===== src/hdl/lcmcss_pkg.sv =====
// shared types, constants, arithmetic helpers and micro-program of the switch selector
package lcmcss_pkg;

    localparam int MAX_SUBSYSTEMS  = 8;
    localparam int MAX_CYCLE_STEPS = 16;
    localparam int STATE_ORDER     = 2;

    localparam int SUB_W   = $clog2(MAX_SUBSYSTEMS);
    localparam int STEP_W  = $clog2(MAX_CYCLE_STEPS);
    localparam int NSUB_W  = 4;
    localparam int LEN_W   = 5;
    localparam int CFG_IDX_W  = 2;
    localparam int CFG_DATA_W = 8;

    localparam int S_TDATA_W = 112;
    localparam int M_TDATA_W = 72;

    localparam int MAT_DEPTH  = (1 << SUB_W) * 4;
    localparam int P_DEPTH    = (1 << STEP_W) * 4;
    localparam int XE_DEPTH   = (1 << STEP_W) * STATE_ORDER;
    localparam int ELL_DEPTH  = (1 << STEP_W) * (1 << SUB_W) * STATE_ORDER;

    localparam int SLOTS    = 46;
    localparam int SLOT_W   = $clog2(SLOTS);
    localparam int PC_W     = 7;

    typedef logic [SLOT_W-1:0] slot_t;
    typedef logic [PC_W-1:0]   pc_t;

    // table selector codes of a load beat
    typedef enum logic [2:0] {
        TBL_A   = 3'd0,
        TBL_E   = 3'd1,
        TBL_P   = 3'd2,
        TBL_XE  = 3'd3,
        TBL_ELL = 3'd4
    } tbl_t;

    // configuration register indexes
    typedef enum logic [CFG_IDX_W-1:0] {
        CFG_NUM_SUBSYSTEMS = 2'd0,
        CFG_CYCLE_LENGTH   = 2'd1
    } cfg_reg_t;

    // micro-op kinds
    typedef enum logic [2:0] {
        UOP_LD  = 3'd0,
        UOP_LX  = 3'd1,
        UOP_MAC = 3'd2,
        UOP_ADD = 3'd3,
        UOP_SUB = 3'd4,
        UOP_ST  = 3'd5,
        UOP_END = 3'd6
    } uop_kind_t;

    // table operand sources
    typedef enum logic [2:0] {
        SRC_A   = 3'd0,
        SRC_E   = 3'd1,
        SRC_PN  = 3'd2,
        SRC_PC  = 3'd3,
        SRC_ELL = 3'd4
    } src_t;

    typedef struct packed {
        uop_kind_t   kind;
        src_t        src;
        logic [1:0]  el;
        logic        clr;
        slot_t       ra;
        slot_t       rb;
        slot_t       dst;
    } uop_t;

    typedef enum logic [2:0] {
        SQ_IDLE  = 3'd0,
        SQ_MOD   = 3'd1,
        SQ_FETCH = 3'd2,
        SQ_EXEC  = 3'd3,
        SQ_MULW  = 3'd4,
        SQ_DONE  = 3'd5
    } seq_state_t;

    typedef enum logic [1:0] {
        MS_IDLE = 2'd0,
        MS_PART = 2'd1,
        MS_NEG  = 2'd2,
        MS_DONE = 2'd3
    } mul_state_t;

    // scratch slot map
    localparam slot_t SL_A  = 6'd0;
    localparam slot_t SL_E  = 6'd4;
    localparam slot_t SL_PN = 6'd8;
    localparam slot_t SL_PC = 6'd12;
    localparam slot_t SL_L  = 6'd16;
    localparam slot_t SL_XI = 6'd18;
    localparam slot_t SL_T1 = 6'd20;
    localparam slot_t SL_T2 = 6'd24;
    localparam slot_t SL_EE = 6'd28;
    localparam slot_t SL_M  = 6'd32;
    localparam slot_t SL_Q  = 6'd36;
    localparam slot_t SL_S  = 6'd38;
    localparam slot_t SL_R  = 6'd40;
    localparam slot_t SL_C  = 6'd42;
    localparam slot_t SL_F0 = 6'd43;
    localparam slot_t SL_F1 = 6'd44;
    localparam slot_t SL_F2 = 6'd45;

    localparam pc_t BODY_START = 7'd2;

    // saturating 64-bit add
    function automatic logic signed [63:0] sat_add(logic signed [63:0] a,
                                                   logic signed [63:0] b);
        logic signed [64:0] s;
        s = {a[63], a} + {b[63], b};
        if (s[64] != s[63])
            return s[64] ? {1'b1, 63'd0} : {1'b0, {63{1'b1}}};
        return s[63:0];
    endfunction

    // saturating 64-bit subtract
    function automatic logic signed [63:0] sat_sub(logic signed [63:0] a,
                                                   logic signed [63:0] b);
        logic signed [64:0] s;
        s = {a[63], a} - {b[63], b};
        if (s[64] != s[63])
            return s[64] ? {1'b1, 63'd0} : {1'b0, {63{1'b1}}};
        return s[63:0];
    endfunction

    function automatic uop_t u_ld(src_t s, logic [1:0] el, slot_t d);
        uop_t u;
        u = '0;
        u.kind = UOP_LD;
        u.src  = s;
        u.el   = el;
        u.dst  = d;
        return u;
    endfunction

    function automatic uop_t u_lx(logic [1:0] el, slot_t d);
        uop_t u;
        u = '0;
        u.kind = UOP_LX;
        u.el   = el;
        u.dst  = d;
        return u;
    endfunction

    function automatic uop_t u_mac(slot_t a, slot_t b, logic c);
        uop_t u;
        u = '0;
        u.kind = UOP_MAC;
        u.ra   = a;
        u.rb   = b;
        u.clr  = c;
        return u;
    endfunction

    function automatic uop_t u_add(slot_t a, logic c);
        uop_t u;
        u = '0;
        u.kind = UOP_ADD;
        u.ra   = a;
        u.clr  = c;
        return u;
    endfunction

    function automatic uop_t u_sub(slot_t a);
        uop_t u;
        u = '0;
        u.kind = UOP_SUB;
        u.ra   = a;
        return u;
    endfunction

    function automatic uop_t u_st(slot_t d);
        uop_t u;
        u = '0;
        u.kind = UOP_ST;
        u.dst  = d;
        return u;
    endfunction

    function automatic uop_t u_end();
        uop_t u;
        u = '0;
        u.kind = UOP_END;
        return u;
    endfunction

    // micro-program: prologue forms xi, body evaluates one subsystem cost
    function automatic uop_t prog_at(pc_t pc);
        uop_t u;
        u = u_end();
        case (pc)
            7'd0:   u = u_lx(2'd0, SL_XI);
            7'd1:   u = u_lx(2'd1, SL_XI + 6'd1);
            7'd2:   u = u_ld(SRC_A, 2'd0, SL_A);
            7'd3:   u = u_ld(SRC_A, 2'd1, SL_A + 6'd1);
            7'd4:   u = u_ld(SRC_A, 2'd2, SL_A + 6'd2);
            7'd5:   u = u_ld(SRC_A, 2'd3, SL_A + 6'd3);
            7'd6:   u = u_ld(SRC_E, 2'd0, SL_E);
            7'd7:   u = u_ld(SRC_E, 2'd1, SL_E + 6'd1);
            7'd8:   u = u_ld(SRC_E, 2'd2, SL_E + 6'd2);
            7'd9:   u = u_ld(SRC_E, 2'd3, SL_E + 6'd3);
            7'd10:  u = u_ld(SRC_PN, 2'd0, SL_PN);
            7'd11:  u = u_ld(SRC_PN, 2'd1, SL_PN + 6'd1);
            7'd12:  u = u_ld(SRC_PN, 2'd2, SL_PN + 6'd2);
            7'd13:  u = u_ld(SRC_PN, 2'd3, SL_PN + 6'd3);
            7'd14:  u = u_ld(SRC_PC, 2'd0, SL_PC);
            7'd15:  u = u_ld(SRC_PC, 2'd1, SL_PC + 6'd1);
            7'd16:  u = u_ld(SRC_PC, 2'd2, SL_PC + 6'd2);
            7'd17:  u = u_ld(SRC_PC, 2'd3, SL_PC + 6'd3);
            7'd18:  u = u_ld(SRC_ELL, 2'd0, SL_L);
            7'd19:  u = u_ld(SRC_ELL, 2'd1, SL_L + 6'd1);
            // t1 = A' P[n]
            7'd20:  u = u_mac(SL_A, SL_PN, 1'b1);
            7'd21:  u = u_mac(SL_A + 6'd2, SL_PN + 6'd2, 1'b0);
            7'd22:  u = u_st(SL_T1);
            7'd23:  u = u_mac(SL_A, SL_PN + 6'd1, 1'b1);
            7'd24:  u = u_mac(SL_A + 6'd2, SL_PN + 6'd3, 1'b0);
            7'd25:  u = u_st(SL_T1 + 6'd1);
            7'd26:  u = u_mac(SL_A + 6'd1, SL_PN, 1'b1);
            7'd27:  u = u_mac(SL_A + 6'd3, SL_PN + 6'd2, 1'b0);
            7'd28:  u = u_st(SL_T1 + 6'd2);
            7'd29:  u = u_mac(SL_A + 6'd1, SL_PN + 6'd1, 1'b1);
            7'd30:  u = u_mac(SL_A + 6'd3, SL_PN + 6'd3, 1'b0);
            7'd31:  u = u_st(SL_T1 + 6'd3);
            // t2 = t1 A
            7'd32:  u = u_mac(SL_T1, SL_A, 1'b1);
            7'd33:  u = u_mac(SL_T1 + 6'd1, SL_A + 6'd2, 1'b0);
            7'd34:  u = u_st(SL_T2);
            7'd35:  u = u_mac(SL_T1, SL_A + 6'd1, 1'b1);
            7'd36:  u = u_mac(SL_T1 + 6'd1, SL_A + 6'd3, 1'b0);
            7'd37:  u = u_st(SL_T2 + 6'd1);
            7'd38:  u = u_mac(SL_T1 + 6'd2, SL_A, 1'b1);
            7'd39:  u = u_mac(SL_T1 + 6'd3, SL_A + 6'd2, 1'b0);
            7'd40:  u = u_st(SL_T2 + 6'd2);
            7'd41:  u = u_mac(SL_T1 + 6'd2, SL_A + 6'd1, 1'b1);
            7'd42:  u = u_mac(SL_T1 + 6'd3, SL_A + 6'd3, 1'b0);
            7'd43:  u = u_st(SL_T2 + 6'd3);
            // ee = E' E
            7'd44:  u = u_mac(SL_E, SL_E, 1'b1);
            7'd45:  u = u_mac(SL_E + 6'd2, SL_E + 6'd2, 1'b0);
            7'd46:  u = u_st(SL_EE);
            7'd47:  u = u_mac(SL_E, SL_E + 6'd1, 1'b1);
            7'd48:  u = u_mac(SL_E + 6'd2, SL_E + 6'd3, 1'b0);
            7'd49:  u = u_st(SL_EE + 6'd1);
            7'd50:  u = u_mac(SL_E + 6'd1, SL_E, 1'b1);
            7'd51:  u = u_mac(SL_E + 6'd3, SL_E + 6'd2, 1'b0);
            7'd52:  u = u_st(SL_EE + 6'd2);
            7'd53:  u = u_mac(SL_E + 6'd1, SL_E + 6'd1, 1'b1);
            7'd54:  u = u_mac(SL_E + 6'd3, SL_E + 6'd3, 1'b0);
            7'd55:  u = u_st(SL_EE + 6'd3);
            // m = t2 - P[k] + ee
            7'd56:  u = u_add(SL_T2, 1'b1);
            7'd57:  u = u_sub(SL_PC);
            7'd58:  u = u_add(SL_EE, 1'b0);
            7'd59:  u = u_st(SL_M);
            7'd60:  u = u_add(SL_T2 + 6'd1, 1'b1);
            7'd61:  u = u_sub(SL_PC + 6'd1);
            7'd62:  u = u_add(SL_EE + 6'd1, 1'b0);
            7'd63:  u = u_st(SL_M + 6'd1);
            7'd64:  u = u_add(SL_T2 + 6'd2, 1'b1);
            7'd65:  u = u_sub(SL_PC + 6'd2);
            7'd66:  u = u_add(SL_EE + 6'd2, 1'b0);
            7'd67:  u = u_st(SL_M + 6'd2);
            7'd68:  u = u_add(SL_T2 + 6'd3, 1'b1);
            7'd69:  u = u_sub(SL_PC + 6'd3);
            7'd70:  u = u_add(SL_EE + 6'd3, 1'b0);
            7'd71:  u = u_st(SL_M + 6'd3);
            // q = t1 ell
            7'd72:  u = u_mac(SL_T1, SL_L, 1'b1);
            7'd73:  u = u_mac(SL_T1 + 6'd1, SL_L + 6'd1, 1'b0);
            7'd74:  u = u_st(SL_Q);
            7'd75:  u = u_mac(SL_T1 + 6'd2, SL_L, 1'b1);
            7'd76:  u = u_mac(SL_T1 + 6'd3, SL_L + 6'd1, 1'b0);
            7'd77:  u = u_st(SL_Q + 6'd1);
            // s = ell' P[n]
            7'd78:  u = u_mac(SL_L, SL_PN, 1'b1);
            7'd79:  u = u_mac(SL_L + 6'd1, SL_PN + 6'd2, 1'b0);
            7'd80:  u = u_st(SL_S);
            7'd81:  u = u_mac(SL_L, SL_PN + 6'd1, 1'b1);
            7'd82:  u = u_mac(SL_L + 6'd1, SL_PN + 6'd3, 1'b0);
            7'd83:  u = u_st(SL_S + 6'd1);
            // r = s A, c = s ell
            7'd84:  u = u_mac(SL_S, SL_A, 1'b1);
            7'd85:  u = u_mac(SL_S + 6'd1, SL_A + 6'd2, 1'b0);
            7'd86:  u = u_st(SL_R);
            7'd87:  u = u_mac(SL_S, SL_A + 6'd1, 1'b1);
            7'd88:  u = u_mac(SL_S + 6'd1, SL_A + 6'd3, 1'b0);
            7'd89:  u = u_st(SL_R + 6'd1);
            7'd90:  u = u_mac(SL_S, SL_L, 1'b1);
            7'd91:  u = u_mac(SL_S + 6'd1, SL_L + 6'd1, 1'b0);
            7'd92:  u = u_st(SL_C);
            // f0, f1, f2
            7'd93:  u = u_mac(SL_XI, SL_M, 1'b1);
            7'd94:  u = u_mac(SL_XI + 6'd1, SL_M + 6'd2, 1'b0);
            7'd95:  u = u_add(SL_R, 1'b0);
            7'd96:  u = u_st(SL_F0);
            7'd97:  u = u_mac(SL_XI, SL_M + 6'd1, 1'b1);
            7'd98:  u = u_mac(SL_XI + 6'd1, SL_M + 6'd3, 1'b0);
            7'd99:  u = u_add(SL_R + 6'd1, 1'b0);
            7'd100: u = u_st(SL_F1);
            7'd101: u = u_mac(SL_XI, SL_Q, 1'b1);
            7'd102: u = u_mac(SL_XI + 6'd1, SL_Q + 6'd1, 1'b0);
            7'd103: u = u_add(SL_C, 1'b0);
            7'd104: u = u_st(SL_F2);
            // cost
            7'd105: u = u_mac(SL_F0, SL_XI, 1'b1);
            7'd106: u = u_mac(SL_F1, SL_XI + 6'd1, 1'b0);
            7'd107: u = u_add(SL_F2, 1'b0);
            default: u = u_end();
        endcase
        return u;
    endfunction

endpackage


===== src/hdl/lcmcss_qmul.sv =====
// multi-cycle Q48.16 multiplier: four 32x32 partial products, floor shift, saturation
module lcmcss_qmul (
    input  logic               aclk,
    input  logic               aresetn,
    input  logic               start,
    input  logic signed [63:0] op_a,
    input  logic signed [63:0] op_b,
    output logic               done,
    output logic signed [63:0] result
);

    lcmcss_pkg::mul_state_t state_reg, state_next;
    logic [1:0]   cnt_reg, cnt_next;
    logic [63:0]  mag_a_reg, mag_a_next;
    logic [63:0]  mag_b_reg, mag_b_next;
    logic         neg_reg, neg_next;
    logic [127:0] prod_reg, prod_next;

    logic [31:0]  half_a, half_b;
    logic [63:0]  pp;
    logic [1:0]   sh;
    logic         fits;

    // state register
    always_ff @(posedge aclk) begin
        if (!aresetn) begin
            state_reg <= lcmcss_pkg::MS_IDLE;
            cnt_reg   <= 2'd0;
        end else begin
            state_reg <= state_next;
            cnt_reg   <= cnt_next;
        end
    end

    // operand and product registers
    always_ff @(posedge aclk) begin
        mag_a_reg <= mag_a_next;
        mag_b_reg <= mag_b_next;
        neg_reg   <= neg_next;
        prod_reg  <= prod_next;
    end

    // next state
    always_comb begin
        state_next = state_reg;
        case (state_reg)
            lcmcss_pkg::MS_IDLE: if (start) state_next = lcmcss_pkg::MS_PART;
            lcmcss_pkg::MS_PART: if (cnt_reg == 2'd3) state_next = lcmcss_pkg::MS_NEG;
            lcmcss_pkg::MS_NEG:  state_next = lcmcss_pkg::MS_DONE;
            lcmcss_pkg::MS_DONE: state_next = lcmcss_pkg::MS_IDLE;
            default:             state_next = lcmcss_pkg::MS_IDLE;
        endcase
    end

    // partial product selection
    always_comb begin
        half_a = cnt_reg[1] ? mag_a_reg[63:32] : mag_a_reg[31:0];
        half_b = cnt_reg[0] ? mag_b_reg[63:32] : mag_b_reg[31:0];
        pp     = half_a * half_b;
        sh     = {1'b0, cnt_reg[1]} + {1'b0, cnt_reg[0]};
    end

    // datapath
    always_comb begin
        cnt_next   = cnt_reg;
        mag_a_next = mag_a_reg;
        mag_b_next = mag_b_reg;
        neg_next   = neg_reg;
        prod_next  = prod_reg;
        done       = 1'b0;
        case (state_reg)
            lcmcss_pkg::MS_IDLE: begin
                if (start) begin
                    mag_a_next = op_a[63] ? (64'd0 - op_a) : op_a;
                    mag_b_next = op_b[63] ? (64'd0 - op_b) : op_b;
                    neg_next   = op_a[63] ^ op_b[63];
                    prod_next  = 128'd0;
                    cnt_next   = 2'd0;
                end
            end
            lcmcss_pkg::MS_PART: begin
                prod_next = prod_reg + ({64'd0, pp} << {sh, 5'd0});
                cnt_next  = cnt_reg + 2'd1;
            end
            lcmcss_pkg::MS_NEG: begin
                if (neg_reg) prod_next = 128'd0 - prod_reg;
            end
            lcmcss_pkg::MS_DONE: done = 1'b1;
            default: done = 1'b0;
        endcase
    end

    // floor shift by 16 and saturate to 64 bits
    always_comb begin
        fits = (&prod_reg[127:79]) | ~(|prod_reg[127:79]);
        if (fits)
            result = prod_reg[79:16];
        else
            result = prod_reg[127] ? {1'b1, 63'd0} : {1'b0, {63{1'b1}}};
    end

endmodule


===== config.mk =====
export PLATFORM = sky130hd
export DESIGN_NAME = lcmcss_qmul
export DESIGN_NICKNAME = d
export VERILOG_FILES = /design/src/hdl/lcmcss_pkg.sv /design/src/hdl/lcmcss_qmul.sv
export SDC_FILE = /design/constraint.sdc
export NUM_CORES = 2
export LEC_CHECK = 0
export BUFFER_PORTS_ARGS = -buffer_cell sky130_fd_sc_hd__buf_2
export CAP_MARGIN = 20
export CORE_MARGIN = 2
export CORE_UTILIZATION = 50
export DETAILED_ROUTE_END_ITERATION = 10
export PLACE_DENSITY = 0.69
export SLEW_MARGIN = 10
export SYNTH_ARGS = -nofsm -noshare
export SYNTH_HDL_FRONTEND = slang
export SYNTH_SLANG_ARGS = --single-unit

===== constraint.sdc =====
create_clock -name aclk -period 12.25 [get_ports aclk]
set_clock_uncertainty 0.2 [all_clocks]
set_input_delay 0 -clock aclk [delete_from_list [all_inputs] [get_ports aclk]]
set_output_delay 0 -clock aclk [all_outputs]
set_load 0.005 [all_outputs]

After elaboration in Yosys (flattened, before gate mapping)
Cells that the tools add are included.

word-level totals
  logic and storage cells = 50
  register bits = 261
  memories = 0
  memory bits (read-only) = 0
  bits in latches = 0
  RAM bits = 0

cells by class
  div/mod/pow operators = 0
  reduce and logical (&&, ||, !) cells = 9
  bitwise gates (word level) = 3
  muxes and demuxes = 15
  shift operators = 1
  $mul = 1
  equality and inequality tests = 7
  $add $sub $neg = 6
  order comparisons = 0

operators with widths
  cell                                                                    count
  128-bit case mux with 3 select lines                                    1
  128-bit 2-to-1 mux                                                      2
  128-bit adder                                                           1
  64-bit 2-to-1 mux                                                       2
  64-bit by 7-bit left shift with 128-bit output                          1
  1-bit by 128-bit subtractor with 128-bit output (first input constant)  1
  1-bit by 64-bit subtractor with 64-bit output (first input constant)    2
  63-bit 2-to-1 mux                                                       2
  32-bit by 32-bit multiplier with 64-bit output                          1
  32-bit 2-to-1 mux                                                       2
  49-bit AND reduction                                                    1
  49-bit OR reduction                                                     1
  2-bit case mux with 4 select lines                                      1
  2-bit == test (second input constant)                                   3
  2-bit 2-to-1 mux                                                        3
  2-bit != test (second input constant)                                   3
  2-bit AND reduction                                                     3
  2-bit case mux with 2 select lines                                      1
  3-bit AND reduction                                                     1
  3-bit nonzero test                                                      1
  1-bit by 1-bit adder with 2-bit output                                  1
  2-bit by 1-bit adder with 2-bit output (second input constant)          1
  2-bit by 1-bit == test with 1-bit output (second input constant)        1
  2-bit logical NOT                                                       1
  other kinds (5)                                                         5

Longest topological paths before layout
  word-level depth = 5
  mapped depth = 49
  mapped depth without buffers = 44

Worst setup path after synthesis
OpenSTA, ideal clock, no wires.

  path kind = flip-flop to flip-flop
  from = register cnt_reg[1]
  to = register prod_reg[120], data pin
  setup time = 0.271 ns
  data arrival time = 11.611 ns
  clock period less this slack = 12.082 ns
  stages on the path, launching flop included = 41
  setup slack = 0.168 ns
  cell sequence = dfxtp_1 clkbuf_1 buf_1 mux2i_1 clkbuf_1 nor2_1 fa_1 fa_1 inv_1 fa_1 fa_1 inv_1 fa_1 fa_1 fa_1 inv_1 fa_1 inv_1 [... 5 more ...] a21oi_1 or3b_2 a31oi_1 o41ai_1 xor2_1 mux2_2 and2_1 ha_1 clkbuf_1 nand4_1 or3_1 o31ai_1 a31oi_1 or3_1 o41ai_1 a31oi_1 xor2_1 o22ai_1

between the ends
  cells in the longest elaborated chain, start to end = 5
  elaborated cells on any way between the ends = 6
  classes of those cells = add/sub (2); mul (1); shift (1); mux (2)

ends and longest elaborated chain
  what                                              line               text
  start: declaration                                lcmcss_qmul.sv:13  logic [1:0] cnt_reg, cnt_next;
  start signal: assignment                          lcmcss_qmul.sv:31  cnt_reg <= cnt_next;
  32-bit 2-to-1 mux                                 lcmcss_qmul.sv:57  half_a = cnt_reg[1] ? mag_a_reg[63:32] : mag_a_reg[31:0];
  32-bit by 32-bit multiplier with 64-bit output    lcmcss_qmul.sv:59  pp = half_a * half_b;
  64-bit by 7-bit left shift with 128-bit output *  lcmcss_qmul.sv:82  prod_next = prod_reg + ({64'd0, pp} << {sh, 5'd0});
  128-bit adder *                                   lcmcss_qmul.sv:82
  128-bit case mux with 3 select lines *            lcmcss_qmul.sv:71  case (state_reg)
  via prod_next[120]                                lcmcss_qmul.sv:17  logic [127:0] prod_reg, prod_next;
  end signal: assignment                            lcmcss_qmul.sv:40  prod_reg <= prod_next;
  end: declaration                                  lcmcss_qmul.sv:17

Mark *: on every way through the listed nets, which the timed path passes. The rest lies on a longest branch.
A chain may end at the register's enable or synchronous reset.

Final worst setup path
  from = register cnt_reg[0]
  to = register prod_reg[118], data pin

between the ends
  cells in the longest elaborated chain, start to end = 5
  elaborated cells on any way between the ends = 6
  classes of those cells = add/sub (2); mul (1); shift (1); mux (2)

ends and longest elaborated chain
  what                                              line               text
  32-bit 2-to-1 mux                                 lcmcss_qmul.sv:58  half_b = cnt_reg[0] ? mag_b_reg[63:32] : mag_b_reg[31:0];
  32-bit by 32-bit multiplier with 64-bit output    lcmcss_qmul.sv:59
  64-bit by 7-bit left shift with 128-bit output *  lcmcss_qmul.sv:82
  128-bit adder *                                   lcmcss_qmul.sv:82
  128-bit case mux with 3 select lines *            lcmcss_qmul.sv:71
  via prod_next[118]                                lcmcss_qmul.sv:17

Marks and branches as above.

==> impl_metrics.env <==
export IMPL_track_usage=0.3870
export IMPL_die_x_um=341.3
export IMPL_crit_fanout=7
export IMPL_reg2reg_to="prod_reg[118]"
export IMPL_num_vias=54392
export IMPL_grt_overflow_total=0
export IMPL_synth_edf_count=257
export IMPL_dr_pass1_iters=6
export IMPL_cts_root_buf="clkbuf_16"
export IMPL_hold_viol=0
export IMPL_ys_types=74
export IMPL_drt_initial_drc_count=6073
export IMPL_endpoint="prod_reg[118]"
export IMPL_fmax_mhz=83.02
export IMPL_synth_main_ff_cell="edfxtp_1"
export IMPL_fin_nets=8994
export IMPL_max_cap_violations=0
export IMPL_ys_seq_area_frac=0.1370
export IMPL_crit_path_start_kind="flop"
export IMPL_yosys_area_top_type="fa_1"
export IMPL_largest_reg_flops=128
export IMPL_timing_slew_headroom=0.2751
export IMPL_ys_top_cells_by_area="fa_1 (32%), edfxtp_1 (14%), ha_1 (8.8%)"
export IMPL_synth_avg_cell_area_sq_um=8.609
export IMPL_crit_slowest_cell="fa_1"
export IMPL_start_util=0.5051
export IMPL_grt_pass1_wl_um=337000
export IMPL_async_reset_ff_frac=0
export IMPL_cts_buffers=37
export IMPL_antenna_found_initial=12
export IMPL_ant_nets=0
export IMPL_status="complete, no violations"
export IMPL_coreArea_sq_um=112700
export IMPL_crit_type="reg2reg"
export IMPL_first_global_vias=54329
export IMPL_syn_num_nets=8035
export IMPL_reg2reg_depth=47
export IMPL_critPathMaxStageDelay_ps=720
export IMPL_r2r_start="cnt_reg[0]"
export IMPL_die_y_um=341.3
export IMPL_post_route_drc_count=0
export IMPL_worst_slew_pin_slew_ps=1087
export IMPL_layout_drive_gt1_share=0.1746
export IMPL_worstSkewPairLatency_ps=610
export IMPL_path_delay_family="adder cells"
export IMPL_crit_cells=47
export IMPL_io_pins=196
export IMPL_std_cell_rows=123
export IMPL_critPathLaunch="cnt_reg[0]"
export IMPL_gp_congestion=1.099
export IMPL_syn_inst=6609
export IMPL_vias_per_cell=5.976
export IMPL_worst_path_buf_inv=13
export IMPL_ys_ff_latch=261
export IMPL_tns_ps=0
export IMPL_avgRoutedWirePerCell_um=25.30
export IMPL_slew_violations=0
export IMPL_area_delta_synth_final_pct=23.32
export IMPL_period_share=0.9832
export IMPL_io_buffers=195
export IMPL_worst_slack_ps=205.4
export IMPL_synth_top_area_frac=0.3156
export IMPL_clockBufferDepth=3
export IMPL_fin_hold_ws_ps=95.69
export IMPL_setup_viol=0
export IMPL_synthTopCellsByCount="inv_1 (976), fa_1 (897), nor2_1 (835), nand2_1 (688), ha_1 (398)"
export IMPL_cp_data_required_time_ps=12360
export IMPL_ff2ff_setup_slack_ps=210
export IMPL_h_tree_depth=2
export IMPL_grt_max_degree=89
export IMPL_clkTransAtPathRegs_ps=60
export IMPL_cts_tree="built"
export IMPL_rsz0062_at_grt="yes"
export IMPL_hpwl_um=183900
export IMPL_critical_path_arrival_ps=12150
export IMPL_yosysWarnings=0
export IMPL_yosysMostFrequentCell="inv_1"
export IMPL_post_route_min_period_ps=12040
export IMPL_hold_path_class="in2reg"
export IMPL_place_ws_ps=-763.8
export IMPL_die_area_sq_um=116500
export IMPL_synth_area_sq_um=56900
export IMPL_clock_sinks=261
export IMPL_fill_cells=9609
export IMPL_routed_wl_um=230300
export IMPL_end_kind="flop"
## layout make-up
cell class / instances / area (sq um) / area share
diodes: 6 / 15.01 / 0.0002140
clock buffers: 42 / 944.7 / 0.01346
clock inverters: 25 / 252.7 / 0.003602
inverters: 977 / 3667 / 0.05226
multi-input cells: 5036 / 44990 / 0.6411
flip-flops and latches: 261 / 7805 / 0.1112
well taps: 1500 / 1877 / 0.02675
repair buffers: 1255 / 10620 / 0.1514
## worst min path at each step
stage | slack [ps] | cells after the start | start | end
2_1_floorplan | -100 | 0 | op_a[0] | mag_a_reg[0]
3_3_place_gp | 9 | 1 | op_b[0] | mag_b_reg[0]
3_5_place_dp | 10 | 1 | op_b[0] | mag_b_reg[0]
4_1_cts | 20 | 3 | op_a[63] | mag_a_reg[1]
5_1_grt | 100 | 3 | op_a[61] | mag_a_reg[61]
6_report | 100 | 3 | op_a[61] | mag_a_reg[61]
## layer usage
layer	part of all wire	track usage	up-vias	routed length (um)
met3	0.13	0.1252	700	29900
met5	0.00058	0.003676	-	134
li1	-	-	23439	-
met2	0.42	0.5778	3381	97730
met4	0.052	0.1593	14	12060
met1	0.39	0.5189	26858	90490
## tightest hold or removal path: stages
cell and delay, ps:
dlygate4sd3_1 510, buf_2 130, xnor2_1 110
## through the flow
stage | cells | area, sq um | util
5_1_grt | 9098 | 70160 | 0.6228
3_3_place_gp | 8759 | 65530 | 0.5817
6_report | 9102 | 70170 | 0.6229
4_1_cts | 9063 | 69180 | 0.6141
2_1_floorplan | 6609 | 56900 | -
3_5_place_dp | 8759 | 65530 | 0.5817
## repair_timing
| item | CTS | global route |
|---|---|---|
| pin swaps | 1 | 49 |
| setup endpoints to repair | 40 | 55 |
| hold buffers | 234 | 0 |
| resized for setup | 23 | 143 |
| endpoints found under the hold margin | 173 | 0 |
| cloned | 0 | 4 |
| setup buffers | 3 | 26 |
## kinds of logic (layout without fill, tap and decap cells)
logic type               Yosys count  in the layout  synth area share
flip-flops                       261            261            0.1370
buffers and inverters           1312           2299           0.08657
adder cells (fa/ha/maj)         1295           1295            0.4031
AND/OR/NAND/NOR                 2122           2122            0.1659
AO/OA/AOI/OAI                   1055           1055            0.1160
multiplexers                     142            142           0.02643
other                              0              6                 0
XOR/XNOR                         422            422           0.06496
## cell usage in the layout, fill, tap and decap left out, types with 30 or more instances in the layout
cell	count
buf_4	726
mux2i_2	33
dlygate4sd3_1	234
edfxtp_1	257
nand2_1	684
ha_1	389
nand4_1	95
and2_1	51
buf_12	74
o31ai_1	52
clkbuf_16	40
nor3_1	75
xor2_1	110
xnor2_1	308
inv_1	976
o21bai_1	57
a22oi_1	47
a31oi_1	30
nor2b_1	83
buf_2	195
mux2i_1	31
a21o_1	100
o21ai_0	186
or3_1	66
fa_1	884
nand3_1	53
a21oi_1	311
o22ai_1	85
nor2_1	831
nand2b_1	35
mux2_2	61
Power is not shown: default switching activity piles up to over one toggle a cycle in this logic, so the estimate is an artifact.
